### config.mk
export PLATFORM = sky130hd
export DESIGN_NAME = tlbprt_ram
export DESIGN_NICKNAME = d
export VERILOG_FILES = /design/src/tlbprt_ram.sv
export SDC_FILE = /design/constraint.sdc
export NUM_CORES = 2
export LEC_CHECK = 0
export BUFFER_PORTS_ARGS = -buffer_cell sky130_fd_sc_hd__buf_2
export CAP_MARGIN = 20
export CORE_MARGIN = 4
export CORE_UTILIZATION = 40
export DETAILED_ROUTE_END_ITERATION = 8
export PLACE_DENSITY = 0.6
export RECOVER_POWER = 25
export SKIP_CTS_REPAIR_TIMING = 1
export SYNTH_ARGS = -nofsm -noshare
export SYNTH_HDL_FRONTEND = slang
export SYNTH_SLANG_ARGS = --single-unit
### constraint.sdc
create_clock -name clk_i -period 6.6 [get_ports clk_i]
set_clock_uncertainty 0.05 [all_clocks]
set_input_delay 0.99 -clock clk_i [delete_from_list [all_inputs] [get_ports clk_i]]
set_output_delay 0.99 -clock clk_i [all_outputs]
set_load 0.05 [all_outputs]
### src/tlbprt_ram.sv
// ----------------------------------------------------------------------------
// tlbprt_ram
// Generic single-clock RAM, one write port, one read port, registered read.
// ----------------------------------------------------------------------------
`default_nettype none

module tlbprt_ram #(
  parameter int unsigned WIDTH = 8,
  parameter int unsigned DEPTH = 256
) (
  input  wire logic                     clk_i,
  input  wire logic                     we_i,
  input  wire logic [$clog2(DEPTH)-1:0] waddr_i,
  input  wire logic [WIDTH-1:0]         wdata_i,
  input  wire logic [$clog2(DEPTH)-1:0] raddr_i,
  output logic      [WIDTH-1:0]         rdata_o
);

  logic [WIDTH-1:0] mem_q [DEPTH];

  always_ff @(posedge clk_i) begin
    if (we_i) begin
      mem_q[waddr_i] <= wdata_i;
    end
    rdata_o <= mem_q[raddr_i];
  end

endmodule

`default_nettype wire

Word level (Yosys, flattened, before mapping) --
Memories as Yosys holds them, arrays and structs flattened. A register that Yosys moved wholly into a read port is not among the register bits. Index checks and enable logic that the tools add are counted.
Storage, ports and cells: word-level logic and storage cells 3, memory bits (writable) 2048, memories kept 1, output and inout port bits 8, flip-flop bits (word level) 0, input port bits 26
Memories:
- mem_q | words 256, bits a word 8, rd ports 1, clocked after memory_dff 1, write ports 1, line 19 | logic [WIDTH-1:0] mem_q [DEPTH];
Cells by class: muxes and demuxes 2
Operators by type and width (count):
- $mux W1 | 2

Logic depth before layout (Yosys ltp) --
depth in word-level cells 2, mapped depth 11, gate-level depth less buffers 6

Least setup slack after synthesis --
Ideal clock, no wire load.
kind input port to flip-flop, from input port raddr_i[0], to register rdata_o[2] (read register of mem_q), stages on the path 9, data required time 6.419 ns, setup slack 3.622 ns, library setup time 0.131 ns, buffers on the path 4, arrival time 2.797 ns, path through buf_6 > buf_12 > buf_8 > buf_2 > mux4_2 > a22oi_1 > a21oi_1 > nor4_1 > nor4_2
RTL lines:
- start: declaration | line 15 | input wire logic [$clog2(DEPTH)-1:0] raddr_i,
- end: declaration | line 16 | output logic [WIDTH-1:0] rdata_o

Worst setup path after layout --
from input port wdata_i[5], to memory mem_q[99][5] (data pin)
RTL lines:
- start: declaration | line 14 | input wire logic [WIDTH-1:0] wdata_i,
- end: declaration | line 19
No word-level cell before the write port.

==> results by group <==
Die
  – Row count: around 160
  – Ports: 34
  – Initial core utilization: 40.3%
  – CORE AREA: ~200,000 um2
  – Die Width: 454 um
  – Die area: roughly 200,000 um2
  – Die height: 454 um

Power and ir drop
  – Internal: 21.4 mW
  – Psw: roughly 6 mW
  – Pwr Density: 306 nW/um2
  – Part of the power in registers: around 53%
  – VDD IR max: between 0.2 and 0.3 mV
  – Logic pwr share: under 10%
  – Net Sw Frac: 21.6%
  – Overall Power: 27.3 mW
  – Clock share of power: 42.3%
  – Leak: between 20 and 30 nW

Worst setup path
  – Setup crit start kind: input pin
  – Slowest-stage cell, CP: clkbuf_1
  – CP endpoint kind: flip-flop
  – CP bufs+invs: 2
  – Critical path's top delay family: buffers and inverters
  – Reg-to-Reg Start: mem_q[101][1]
  – CP cell instances: clkbuf_1 > buf_4
  – Flop2flop setup slack: roughly 3600 ps
  – Reg2reg end: rdata_o[1]
  – Crit Path Class: input pin to flip-flop
  – Setup crit start: wdata_i[5]
  – CP max FO: 85
  – Reg2Reg Depth: 6
  – CP required: between 7000 and 8000 ps
  – WP data arrival: 5370 ps
  – Worst stage delay on the critical path: 3080 ps

Timing
  – Final period util: around three quarters
  – FMAX: 0.203 GHz
  – Worst-margin pin slew: 4670 ps
  – Final setup margin: 1670 ps
  – RSZ-0062 raised after global routing: no
  – Slew Viols, Final: 302
  – Final setup violation count: 0
  – Final setup TNS: 0 ps
  – Max_slew headroom: -211%
  – Final hold viol count: 0
  – Final min period: 4930 ps

Hold path
  – Worst Hold Path Cells: 1
  – Worst Hold End: mem_q[217][2]
  – Critical hold path startpoint: wdata_i[2]
  – Worst Hold Class: input pin to flip-flop

Clock tree
  – Clk root buf: clkbuf_16
  – CTS tree: yes
  – H-tree Lvls: 4
  – Clk buf depth: 3
  – Clock slew at reported path FFs: 60 ps
  – Sink Count: 2,056
  – Num CTS Buffers: 204
  – Clk Latency, worst-skew pair: 860 ps

Drt
  – Vias/cell: 5.88
  – Drt first pass iters: 6
  – Drt total wl: 205,000 um
  – Wire per inst: 30.9 um
  – Iteration-0 DRC count of the detailed router: 5,166
  – Vias: 39,000
  – DRC violations left: 0
  – Post-detailed-route count of antenna-violating nets: 0

Final layout
  – Final nets: 3,851
  – Area grow syn2layout: 12.1%
  – Util after Layout: 45.1%
  – Layout cells sized above 1: 22.1%

Logic synthesis
  – Number of flops mapped to enable cells by yosys: roughly 2,000
  – Synth Instances: ~3,700
  – Area share of the largest cell type after synthesis: 77.3%
  – Top cells by area, synth: edfxtp_1 (77%), mux4_2 (13%), mux2i_1 (1.7%)
  – Post-Syn Area: roughly 80,000 um2
  – Ys async rst share: 0%
  – Sequential area share after synthesis: 77.5%
  – Syn_nets: 3,759
  – Synth area leader: edfxtp_1
  – Post-synth cell types: 55
  – Seq cells post-synth: 2,056
  – Ys flop type: edfxtp_1
  – Ys Warns: 0
  – Avg Cell Area, Syn: 21.3 um2

Run status
  – Failing checks: max-capacitance violations, max-slew violations
  – Status: finished with violations

Placement
  – PortBufs: 33
  – Post-Place Setup Slack: between 1500 and 2000 ps
  – Detailed placement HPWL: 123,000 um
  – Routability cong.: 0.854

GRT
  – First-pass GRT wire length: 293,000 um
  – Total track usage: 19.8%
  – Vias in the first global route: 38,800
  – Pin count of the biggest net entering global routing: 179
  – Initial antenna violation count: 15
  – Grt ovf: 0

Job
  – Max cap viols: 4
area by class of cell:
type / instances / area, um2
sequential: 2056 / 61700
tap: 2640 / 3300
timing repair buffer: 119 / 1040
clock inverter: 115 / 1270
clock buffer: 256 / 5390
antenna: 3 / 7.51
multi-input combinational: 1442 / 16500
inverter: 2 / 7.51
fill: 16400 / 108000
cell usage in the layout (no fill, tap or decap), types with 4 or more instances in the layout:
cell type,synthesis,layout
a211oi_1,16,16
a21oi_1,96,96
a221oi_1,13,13
a22o_1,8,8
a22oi_1,133,133
and2_1,6,6
buf_12,8,8
buf_2,31,21
buf_4,27,73
buf_8,13,10
bufinv_16,0,20
clkbuf_1,111,50
clkbuf_16,0,206
clkbuf_8,0,5
clkinv_1,1,46
clkinv_16,0,6
clkinv_2,0,27
clkinvlp_4,0,7
dfxtp_1,8,8
edfxtp_1,2048,2048
mux2i_1,134,134
mux4_2,454,454
nand2_1,33,33
nand2b_1,8,8
nand3_1,34,31
nand4_1,10,10
nor2_1,282,279
nor2b_1,31,28
nor3_1,22,22
nor4_1,24,15
nor4_2,3,12
o211ai_1,10,10
o21ai_0,10,10
o221ai_1,46,46
o22a_1,5,5
o22ai_1,28,28
o32ai_1,4,4
or2_2,4,4
cell families (layout without fill, tap and decap cells):
group	count (synthesis)	after routing	share of synthesized area (%)
flip-flops	2056	2056	77.5
multiplexers	591	591	14.6
AND/OR/NAND/NOR	466	466	2.63
AO/OA/AOI/OAI	385	385	3.42
buffers and inverters	235	492	1.83
other	0	3	0
metrics by stage:
| stage | hold slack, ps | instances | area [um2] |
|---|---|---|---|
| 2_1_floorplan | 720 | 3733 | 79600 |
| 3_3_place_gp | 1000 | 6254 | 82500 |
| 3_5_place_dp | 992 | 6256 | 82500 |
| 4_1_cts | 536 | 6627 | 89200 |
| 5_1_grt | 587 | 6630 | 89200 |
| 6_report | 595 | 6633 | 89200 |
power by group through the flow:
stage | combinational [mW] | sequential (mW) | clock (mW)
detailed placement | 1.33 | 14.7 | 0
finish | 1.32 | 14.4 | 11.6
CTS | 1.33 | 14.4 | 11.7
global placement | 1.31 | 14.7 | 0
floorplan | 0.699 | 14.7 | 0
global route | 1.39 | 14.4 | 12.3
synthesized netlist by cell type, drive strengths merged (4+ instances only):
library cell / count
nand2: 33
a221oi: 14
dfxtp: 8
buf: 122
o22ai: 28
o21ai: 12
a2111oi: 5
nor3: 22
o211ai: 10
and2: 6
o22a: 5
nand3: 34
nand4: 10
or2: 4
o221ai: 47
clkbuf: 111
a211oi: 16
o32ai: 5
edfxtp: 2048
mux4: 456
nor2: 282
nand2b: 8
a22oi: 133
mux2i: 134
nor4: 27
a21oi: 96
a22o: 8
nor2b: 31
worst max-delay path by stage:
| stage | slack (ps) | cells after the start | to |
|---|---|---|---|
| 6_report | 1670 | 2 | mem_q[99][5] |
| 4_1_cts | 2570 | 8 | rdata_o[7] |
| 3_5_place_dp | 1670 | 8 | rdata_o[7] |
| 2_1_floorplan | 3620 | 9 | rdata_o[2] |
| 5_1_grt | 1360 | 2 | mem_q[99][5] |
| 3_3_place_gp | 1320 | 8 | rdata_o[7] |
flip-flops by register name, indices dropped and copies added, names as in the netlist:
| register | flops |
|---|---|
| mem_q | 2048 |
| rdata_o | 8 |
metal layers:
| layer | wire length (um) | part of all wire (%) | up-vias | track usage [%] |
|---|---|---|---|---|
| met1 | 84900 | 41 | 21100 | 28.4 |
| met2 | 98100 | 48 | 1715 | 31.1 |
| met4 | 6170 | 3.0 | 14 | 5.87 |
| li1 | - | - | 15900 | - |
| met5 | 83 | 0.041 | - | 0 |
| met3 | 15600 | 7.6 | 315 | 3.63 |
No activity file was read; power rests on OpenSTA's default activity.
